===== config.mk =====
export PLATFORM = sky130hd
export DESIGN_NAME = box_box_collision_resolve
export DESIGN_NICKNAME = d
export VERILOG_FILES = /design/src/hdl/bbcr_pkg.sv /design/src/hdl/box_box_collision_resolve.sv
export SDC_FILE = /design/constraint.sdc
export NUM_CORES = 2
export LEC_CHECK = 0
export BUFFER_PORTS_ARGS = -buffer_cell sky130_fd_sc_hd__buf_2
export CAP_MARGIN = 20
export CORE_MARGIN = 2
export CORE_UTILIZATION = 50
export CTS_BUF_LIST = sky130_fd_sc_hd__clkbuf_2 sky130_fd_sc_hd__clkbuf_4 sky130_fd_sc_hd__clkbuf_8
export DETAILED_ROUTE_END_ITERATION = 10
export MAX_ROUTING_LAYER = met4
export PLACE_DENSITY_LB_ADDON = 0.05
export SYNTH_ARGS = -nofsm -noshare
export SYNTH_HDL_FRONTEND = slang
export SYNTH_SLANG_ARGS = --single-unit

===== constraint.sdc =====
create_clock -name clk -period 11.52 [get_ports clk]
set_clock_uncertainty 0.05 [all_clocks]
set_input_delay 1.152 -clock clk [delete_from_list [all_inputs] [get_ports clk]]
set_output_delay 1.152 -clock clk [all_outputs]
set_load 0.005 [all_outputs]

===== src/hdl/bbcr_pkg.sv =====
`default_nettype none
// ----------------------------------------------------------------------------
// bbcr_pkg
// Shared types and fixed constants of the box-box collision resolver.
// ----------------------------------------------------------------------------
package bbcr_pkg;

    // Width of the restitution register, unsigned Q1.8
    localparam int REST_BITS = 9;

    // Restitution of one (Q1.8); larger values clamp to this
    localparam logic [REST_BITS-1:0] REST_ONE = 9'd256;

    // Restitution after reset: 0.5
    localparam logic [REST_BITS-1:0] REST_RESET = 9'd128;

    // Round half up before dropping the Q0.8 fraction of the impulse
    localparam int ROUND_HALF  = 128;
    localparam int ROUND_SHIFT = 8;

    // Push axis codes
    typedef enum logic [1:0] {
        AXIS_X = 2'd0,
        AXIS_Y = 2'd1,
        AXIS_Z = 2'd2
    } axis_t;

endpackage : bbcr_pkg
`default_nettype wire


===== src/hdl/box_box_collision_resolve.sv =====
`default_nettype none
// ----------------------------------------------------------------------------
// box_box_collision_resolve
// Overlap test, least-overlap push and restitution impulse for one pair of
// axis-aligned boxes per word, saturating signed fixed-point components.
// ----------------------------------------------------------------------------
// Usage
//   Input channel: in_valid / in_stall carry one word holding both boxes
//   (centre, half size, velocity, each three packed components, x lowest)
//   and the static flag of the first box. Output channel: out_valid /
//   out_stall carry the hit flag, push axis and sign, overlap depth and the
//   corrected position and velocity of the first box. A word moves on a
//   rising edge with valid high and stall low.
//   Throughput: one word per cycle while the receiver does not stall; four
//   register stages (overlap test, axis select, impulse and push, velocity
//   update) lead to out_valid, the first loaded at acceptance.
//   Restitution is written through cfg_write_enable / cfg_write_data only
//   while the block is idle, a rule on the user that the block does not
//   enforce; values above one act as one. Reset empties the pipeline and
//   sets restitution to 0.5. When the receiver stalls the output word holds;
//   each stage keeps its word until the stage after it frees, empty stages
//   still fill, and in_stall rises once the whole pipeline is full.
// ----------------------------------------------------------------------------
module box_box_collision_resolve #(
    parameter int COMPONENT_BITS = 16
) (
    input  wire logic                            clk,
    input  wire logic                            rst_n,
    // configuration
    input  wire logic                            cfg_write_enable,
    input  wire logic [bbcr_pkg::REST_BITS-1:0]  cfg_write_data,
    // input channel
    input  wire logic                            in_valid,
    output logic                                 in_stall,
    input  wire logic [3*COMPONENT_BITS-1:0]     own_position,
    input  wire logic [3*COMPONENT_BITS-1:0]     own_half_size,
    input  wire logic [3*COMPONENT_BITS-1:0]     own_velocity,
    input  wire logic [3*COMPONENT_BITS-1:0]     other_position,
    input  wire logic [3*COMPONENT_BITS-1:0]     other_half_size,
    input  wire logic [3*COMPONENT_BITS-1:0]     other_velocity,
    input  wire logic                            own_is_static,
    // output channel
    output logic                                 out_valid,
    input  wire logic                            out_stall,
    output logic                                 hit,
    output bbcr_pkg::axis_t                      push_axis,
    output logic                                 push_negative,
    output logic [COMPONENT_BITS:0]              overlap_depth,
    output logic [3*COMPONENT_BITS-1:0]          new_position,
    output logic [3*COMPONENT_BITS-1:0]          new_velocity
);

    import bbcr_pkg::*;

    localparam int CB = COMPONENT_BITS;
    // Overlap and intermediate sums need three guard bits over a component
    localparam int W  = CB + 3;

    localparam logic signed [W-1:0] CMAX_W    = $signed({4'b0000, {(CB-1){1'b1}}});
    localparam logic signed [W-1:0] CMIN_W    = $signed({4'b1111, {(CB-1){1'b0}}});
    localparam logic        [W-1:0] DEPTH_MAX = {2'b00, {(CB+1){1'b1}}};

    function automatic logic signed [W-1:0] sext(input logic [CB-1:0] x);
        return $signed({{3{x[CB-1]}}, x});
    endfunction

    function automatic logic signed [W-1:0] zext(input logic [CB-1:0] x);
        return $signed({3'b000, x});
    endfunction

    function automatic logic [CB-1:0] sat(input logic signed [W-1:0] x);
        logic [CB-1:0] r;
        if (x > CMAX_W)
            r = CMAX_W[CB-1:0];
        else if (x < CMIN_W)
            r = CMIN_W[CB-1:0];
        else
            r = x[CB-1:0];
        return r;
    endfunction

    // ------------------------------------------------------------------
    // Restitution register
    // ------------------------------------------------------------------
    logic [REST_BITS-1:0] restitution_reg;
    logic [REST_BITS-1:0] rest_clamped;

    always_ff @(posedge clk or negedge rst_n)
    begin
        if (!rst_n)
            restitution_reg <= REST_RESET;
        else if (cfg_write_enable)
            restitution_reg <= cfg_write_data;
    end

    assign rest_clamped = (restitution_reg > REST_ONE) ? REST_ONE : restitution_reg;

    // ------------------------------------------------------------------
    // Flow control: a stage loads when it is empty or its successor loads
    // ------------------------------------------------------------------
    logic s1_valid_reg, s2_valid_reg, s3_valid_reg, out_valid_reg;
    logic ready1, ready2, ready3, ready4;

    assign ready4   = !out_valid_reg || !out_stall;
    assign ready3   = !s3_valid_reg  || ready4;
    assign ready2   = !s2_valid_reg  || ready3;
    assign ready1   = !s1_valid_reg  || ready2;
    assign in_stall = !ready1;

    always_ff @(posedge clk or negedge rst_n)
    begin
        if (!rst_n)
        begin
            s1_valid_reg  <= 1'b0;
            s2_valid_reg  <= 1'b0;
            s3_valid_reg  <= 1'b0;
            out_valid_reg <= 1'b0;
        end
        else
        begin
            if (ready1)
                s1_valid_reg <= in_valid;
            if (ready2)
                s2_valid_reg <= s1_valid_reg;
            if (ready3)
                s3_valid_reg <= s2_valid_reg;
            if (ready4)
                out_valid_reg <= s3_valid_reg;
        end
    end

    // ------------------------------------------------------------------
    // Stage 1: per-axis overlap, hit test, centre order, relative velocity
    // ------------------------------------------------------------------
    logic [2:0][W-1:0]  ovl_next;
    logic [2:0]         axis_hit_next;
    logic [2:0]         neg_next;
    logic [2:0][CB:0]   dvel_next;

    logic               s1_hit_reg;
    logic               s1_static_reg;
    logic [REST_BITS-1:0] s1_e_reg;
    logic [2:0][CB-1:0] s1_pos_reg;
    logic [2:0][CB-1:0] s1_vel_reg;
    logic [2:0][W-1:0]  s1_ovl_reg;
    logic [2:0]         s1_neg_reg;
    logic [2:0][CB:0]   s1_dvel_reg;

    always_comb
    begin
        for (int k = 0; k < 3; k++)
        begin
            logic signed [W-1:0] a_ext;
            logic signed [W-1:0] b_ext;
            a_ext = sext(own_position[k*CB +: CB]) + zext(own_half_size[k*CB +: CB])
                  - sext(other_position[k*CB +: CB]) + zext(other_half_size[k*CB +: CB]);
            b_ext = sext(other_position[k*CB +: CB]) + zext(other_half_size[k*CB +: CB])
                  - sext(own_position[k*CB +: CB]) + zext(own_half_size[k*CB +: CB]);
            axis_hit_next[k] = !a_ext[W-1] && !b_ext[W-1];
            ovl_next[k]      = (a_ext < b_ext) ? a_ext : b_ext;
            neg_next[k]      = $signed(own_position[k*CB +: CB])
                             < $signed(other_position[k*CB +: CB]);
            dvel_next[k]     = {own_velocity[k*CB+CB-1], own_velocity[k*CB +: CB]}
                             - {other_velocity[k*CB+CB-1], other_velocity[k*CB +: CB]};
        end
    end

    always_ff @(posedge clk)
    begin
        if (ready1)
        begin
            s1_hit_reg    <= &axis_hit_next;
            s1_static_reg <= own_is_static;
            s1_e_reg      <= rest_clamped;
            s1_pos_reg    <= own_position;
            s1_vel_reg    <= own_velocity;
            s1_ovl_reg    <= ovl_next;
            s1_neg_reg    <= neg_next;
            s1_dvel_reg   <= dvel_next;
        end
    end

    // ------------------------------------------------------------------
    // Stage 2: least-overlap axis (ties keep the lower axis), closing speed
    // ------------------------------------------------------------------
    axis_t             sel_axis;
    logic [W-1:0]      sel_m;
    logic              sel_neg;
    logic [CB:0]       sel_dvel;
    logic [CB:0]       sel_s;
    logic [CB:0]       neg_s;
    logic              approach;
    logic [CB-1:0]     sel_ns;

    logic               s2_hit_reg;
    logic               s2_static_reg;
    logic [REST_BITS-1:0] s2_e_reg;
    axis_t              s2_axis_reg;
    logic               s2_neg_reg;
    logic [W-1:0]       s2_m_reg;
    logic [CB-1:0]      s2_ns_reg;
    logic [2:0][CB-1:0] s2_pos_reg;
    logic [2:0][CB-1:0] s2_vel_reg;

    always_comb
    begin
        sel_axis = AXIS_X;
        sel_m    = s1_ovl_reg[0];
        if ($signed(s1_ovl_reg[1]) < $signed(sel_m))
        begin
            sel_axis = AXIS_Y;
            sel_m    = s1_ovl_reg[1];
        end
        if ($signed(s1_ovl_reg[2]) < $signed(sel_m))
        begin
            sel_axis = AXIS_Z;
            sel_m    = s1_ovl_reg[2];
        end
    end

    always_comb
    begin
        unique case (sel_axis)
            AXIS_Y:
            begin
                sel_neg  = s1_neg_reg[1];
                sel_dvel = s1_dvel_reg[1];
            end
            AXIS_Z:
            begin
                sel_neg  = s1_neg_reg[2];
                sel_dvel = s1_dvel_reg[2];
            end
            default:
            begin
                sel_neg  = s1_neg_reg[0];
                sel_dvel = s1_dvel_reg[0];
            end
        endcase
    end

    // Closing speed along the push normal; impulse only while approaching
    assign sel_s    = sel_neg ? (~sel_dvel + 1'b1) : sel_dvel;
    assign neg_s    = ~sel_s + 1'b1;
    assign approach = sel_s[CB] || (sel_s == '0);
    assign sel_ns   = approach ? neg_s[CB-1:0] : '0;

    always_ff @(posedge clk)
    begin
        if (ready2)
        begin
            s2_hit_reg    <= s1_hit_reg;
            s2_static_reg <= s1_static_reg;
            s2_e_reg      <= s1_e_reg;
            s2_axis_reg   <= s1_hit_reg ? sel_axis : AXIS_X;
            s2_neg_reg    <= s1_hit_reg && sel_neg;
            s2_m_reg      <= sel_m;
            s2_ns_reg     <= sel_ns;
            s2_pos_reg    <= s1_pos_reg;
            s2_vel_reg    <= s1_vel_reg;
        end
    end

    // ------------------------------------------------------------------
    // Stage 3: impulse product, depth saturation, position push
    // ------------------------------------------------------------------
    logic [REST_BITS:0]   factor;
    logic [CB+9:0]        prod_next;
    logic [CB:0]          depth_next;
    logic                 apply2;
    logic signed [W-1:0]  half_m;
    logic signed [W-1:0]  pos_step;
    logic [2:0][CB-1:0]   pos_next;

    logic               s3_hit_reg;
    logic               s3_apply_reg;
    axis_t              s3_axis_reg;
    logic               s3_neg_reg;
    logic [CB:0]        s3_depth_reg;
    logic [CB+9:0]      s3_prod_reg;
    logic [2:0][CB-1:0] s3_pos_reg;
    logic [2:0][CB-1:0] s3_vel_reg;

    assign factor    = {1'b0, s2_e_reg} + {1'b0, REST_ONE};
    assign prod_next = (CB+10)'(factor) * (CB+10)'(s2_ns_reg);
    assign apply2    = s2_hit_reg && !s2_static_reg;
    assign half_m    = $signed({1'b0, s2_m_reg[W-1:1]});
    assign pos_step  = s2_neg_reg ? -half_m : half_m;

    always_comb
    begin
        if (!s2_hit_reg)
            depth_next = '0;
        else if (s2_m_reg > DEPTH_MAX)
            depth_next = DEPTH_MAX[CB:0];
        else
            depth_next = s2_m_reg[CB:0];
    end

    always_comb
    begin
        pos_next = s2_pos_reg;
        for (int k = 0; k < 3; k++)
        begin
            if (apply2 && (s2_axis_reg == axis_t'(k)))
                pos_next[k] = sat(sext(s2_pos_reg[k]) + pos_step);
        end
    end

    always_ff @(posedge clk)
    begin
        if (ready3)
        begin
            s3_hit_reg   <= s2_hit_reg;
            s3_apply_reg <= apply2;
            s3_axis_reg  <= s2_axis_reg;
            s3_neg_reg   <= s2_neg_reg;
            s3_depth_reg <= depth_next;
            s3_prod_reg  <= prod_next;
            s3_pos_reg   <= pos_next;
            s3_vel_reg   <= s2_vel_reg;
        end
    end

    // ------------------------------------------------------------------
    // Stage 4: round the impulse, update velocity, output register
    // ------------------------------------------------------------------
    logic [CB+9:0]        rounded;
    logic [CB+1:0]        delta;
    logic signed [W-1:0]  delta_ext;
    logic signed [W-1:0]  vel_step;
    logic [2:0][CB-1:0]   vel_next;

    logic                       out_hit_reg;
    axis_t                      out_axis_reg;
    logic                       out_neg_reg;
    logic [CB:0]                out_depth_reg;
    logic [3*CB-1:0]            out_pos_reg;
    logic [3*CB-1:0]            out_vel_reg;

    assign rounded   = s3_prod_reg + (CB+10)'(ROUND_HALF);
    assign delta     = rounded[CB+9:ROUND_SHIFT];
    assign delta_ext = $signed({1'b0, delta});
    assign vel_step  = s3_neg_reg ? -delta_ext : delta_ext;

    always_comb
    begin
        vel_next = s3_vel_reg;
        for (int k = 0; k < 3; k++)
        begin
            if (s3_apply_reg && (s3_axis_reg == axis_t'(k)))
                vel_next[k] = sat(sext(s3_vel_reg[k]) + vel_step);
        end
    end

    always_ff @(posedge clk)
    begin
        if (ready4)
        begin
            out_hit_reg   <= s3_hit_reg;
            out_axis_reg  <= s3_axis_reg;
            out_neg_reg   <= s3_neg_reg;
            out_depth_reg <= s3_depth_reg;
            out_pos_reg   <= s3_pos_reg;
            out_vel_reg   <= vel_next;
        end
    end

    assign out_valid     = out_valid_reg;
    assign hit           = out_hit_reg;
    assign push_axis     = out_axis_reg;
    assign push_negative = out_neg_reg;
    assign overlap_depth = out_depth_reg;
    assign new_position  = out_pos_reg;
    assign new_velocity  = out_vel_reg;

    // ------------------------------------------------------------------
    // Assertions
    // ------------------------------------------------------------------
    // Least overlap of a hit is never negative
    assert property (@(posedge clk) disable iff (!rst_n)
        s2_valid_reg && s2_hit_reg |-> !s2_m_reg[W-1])
        else $error("negative overlap on a hit");

    // A miss reports no contact details
    assert property (@(posedge clk) disable iff (!rst_n)
        out_valid && !hit |-> (push_axis == AXIS_X) && !push_negative
                              && (overlap_depth == '0))
        else $error("contact fields set on a miss");

    // Input back-pressure only arises behind a waiting output word
    assert property (@(posedge clk) disable iff (!rst_n)
        !out_valid |-> !in_stall)
        else $error("input stalled with empty output");

    // A delivered word with nothing behind it leaves the output empty
    assert property (@(posedge clk) disable iff (!rst_n)
        out_valid && !out_stall && !s3_valid_reg |=> !out_valid)
        else $error("output word repeated");

endmodule : box_box_collision_resolve
`default_nettype wire


==> reports/results.ini <==
[clocking]
cts_root_buf = clkbuf_8
hold_buffers = 0
htree_levels = 3
cts_tree = done
clockBufferDepth = 3
numCtsBuffers = 106
cts_resized = 0
insertion_delay_ns = 0.75
clk_pin_slew_ns = 0.06
cts.sinks = 630
post_cts_buffers = 0

[timing]
tightestPinTransition_ns = 1.06
finalSetupTns_ns = 0
fin_crit_sh_pct = 74.7
hold_viol = 0
rsz0062_at_grt = false
finalMaxSlewViolations = 0
slew_headroom_pct = 29.2
clock.fmax_ghz = 0.116
finalSetupViolCount = 0
finalCriticalPeriod_ns = 8.60

[die]
die_h_um = 315
start_util_pct = 50.2
core_sq_um = 96300
io_pins = 422
dieArea_sq_um = 99100
rows = 114
fp.dieW_um = 315

[routing]
drtPass1Iterations = 5
drt-initial-drc-count = 1991
wirelength_um = 122000
wl_per_cell_um = 19.2
drtAntennaViolNets = 0
vias = 33480
drc = 0
vias_per_cell = 5.26

[min_path]
hold_class = input pin to asynchronous set/reset pin

[setup_path]
crit_top_cell = a21oi_1
end_kind = flip-flop
worst_ep_arrival_time_ns = 9.12
required_ns = 12.04
cp_slowest_cell = a211oi_2
start_kind = flip-flop
critical_path_class = flip-flop to flip-flop
critPathMaxFanout = 38
cp_num_buf_inv = 1
critPathMaxStageDelay_ns = 0.67
critPathTopFamily = compound AO/OA/AOI/OAI gates

[logic_synthesis]
syn_area_sq_um = 48300
synth.area.top_cells = edfxtp_1 38%, ha_1 13%, fa_1 12%
synth_warnings = 0
avgSynthCellArea_sq_um = 10.7
syn_nets = 5625
yosysTopAreaCellShare_pct = 38.3
synth-main-ff-cell = edfxtp_1
yosys.area.top_type = edfxtp_1
ys_ff_latch = 630
synth.yosys.seq_area_share_pct = 39.0
synth_edf_count = 617
synthArstFlopShare_pct = 2.06
yosys.cell_types.count = 85
synth_cells = 4528

[placement]
dp.final_hpwl_um = 99800
gp_congestion = 0.918
port_buffers = 421

[global_routing]
grt_pass1_vias = 33120
grt_start_max_net_pins = 76
grt.total_usage_pct = 25.6
grt_overflow = 0
grt_pass1_wl_um = 188000
antenna_found_initial = 7

[finish]
largest_reg_flops = 57
drive_gt1_share_pct = 14.5
fillers = 8619
final_cell_mix = 640 x inv_1, 617 x edfxtp_1, 493 x ha_1
layout_commonest_cell = inv_1
area.growth.synth_to_final_pct = 12.3
layout.nets = 6090

[run_status]
status = finished, final reports clean

[job]
cap_viol_max_count = 0

==> metal layers <==
metal	up-vias	share of wire (%)	GRT usage [%]
met1	15996	42	30.9
met5	-	0	-
met4	0	3.2	8.38
met2	709	51	44.4
met3	172	4.1	3.10
li1	16603	-	-
==> final timing paths <==
path / start / depth (start not counted) / to / slack [ns]
min in group clk: s1_e_reg[8] / 0 / s2_e_reg[8] / 0.35
hold reg to reg: s1_e_reg[8] / 0 / s2_e_reg[8] / 0.35
max in group asynchronous: rst_n / 1 / restitution_reg[7] / 10.89
setup / recovery: s1_ovl_reg[37] / 29 / s2_ns_reg[3] / 2.92
setup reg to reg: s1_ovl_reg[37] / 29 / s2_ns_reg[3] / 2.92
hold / removal: rst_n / 1 / s2_valid_reg / 0.25
==> cell usage after synthesis (21+ instances only) <==
cell type,count
a211oi_1,30
a21boi_0,26
a21o_1,73
a21oi_1,294
a31oi_1,24
and2_1,88
and3_1,24
clkbuf_1,71
edfxtp_1,617
fa_1,301
ha_1,493
inv_1,641
mux2_2,59
mux2i_1,54
nand2_1,312
nand2b_1,43
nand3_1,63
nor2_1,325
nor2b_1,60
nor3_1,80
o21a_1,61
o21ai_0,161
o21bai_1,25
o31ai_1,21
or2_2,24
or3_1,28
xnor2_1,207
xor2_1,93
==> cell families after synthesis <==
family,Yosys count,share of synthesized area [%]
xor+xnor,300,5.44
buf+inv,727,5.69
compound gates,842,11.1
mux,113,2.49
flops,630,39.0
fa+ha+maj,794,25.2
simple gates,1122,11.1
==> layout make-up <==
cell class	instances	area, sq um	area share (%)
Timing Repair Buffer	442	2260	4.17
Sequential cell	630	18900	34.8
Multi-Input combinational cell	3171	26800	49.4
Clock buffer	130	1650	3.04
Tap cell	1276	1600	2.94
Antenna cell	5	12.5	0.0231
Clock inverter	67	681	1.25
Inverter	642	2410	4.45
==> worst register-to-register path, delay by kind of cell (launching register included) <==
kind / cells / cell delay [ns]
adder cells (fa/ha/maj): 3 / 1.28
flip-flops: 1 / 0.39
buffers and inverters: 1 / 0.48
AND/OR/NAND/NOR: 9 / 2.43
AO/OA/AOI/OAI: 16 / 3.84
==> per-stage QoR <==
| stage | cell area (sq um) | hold slack (ns) | setup slack [ns] | cells | utilization (%) |
|---|---|---|---|---|---|
| 6_report | 54300 | 0.251 | 2.92 | 6363 | 56.3 |
| 2_1_floorplan | 48300 | 0.350 | 2.82 | 4528 | - |
| 3_5_place_dp | 51900 | 0.355 | 2.93 | 6161 | 53.9 |
| 5_1_grt | 54300 | 0.218 | 2.30 | 6363 | 56.3 |
| 4_1_cts | 54200 | 0.170 | 2.91 | 6358 | 56.3 |
| 3_3_place_gp | 51900 | 0.351 | 3.13 | 6161 | 53.9 |
Power is not shown: default switching activity piles up to over one toggle a cycle in this logic, so the estimate is an artifact.
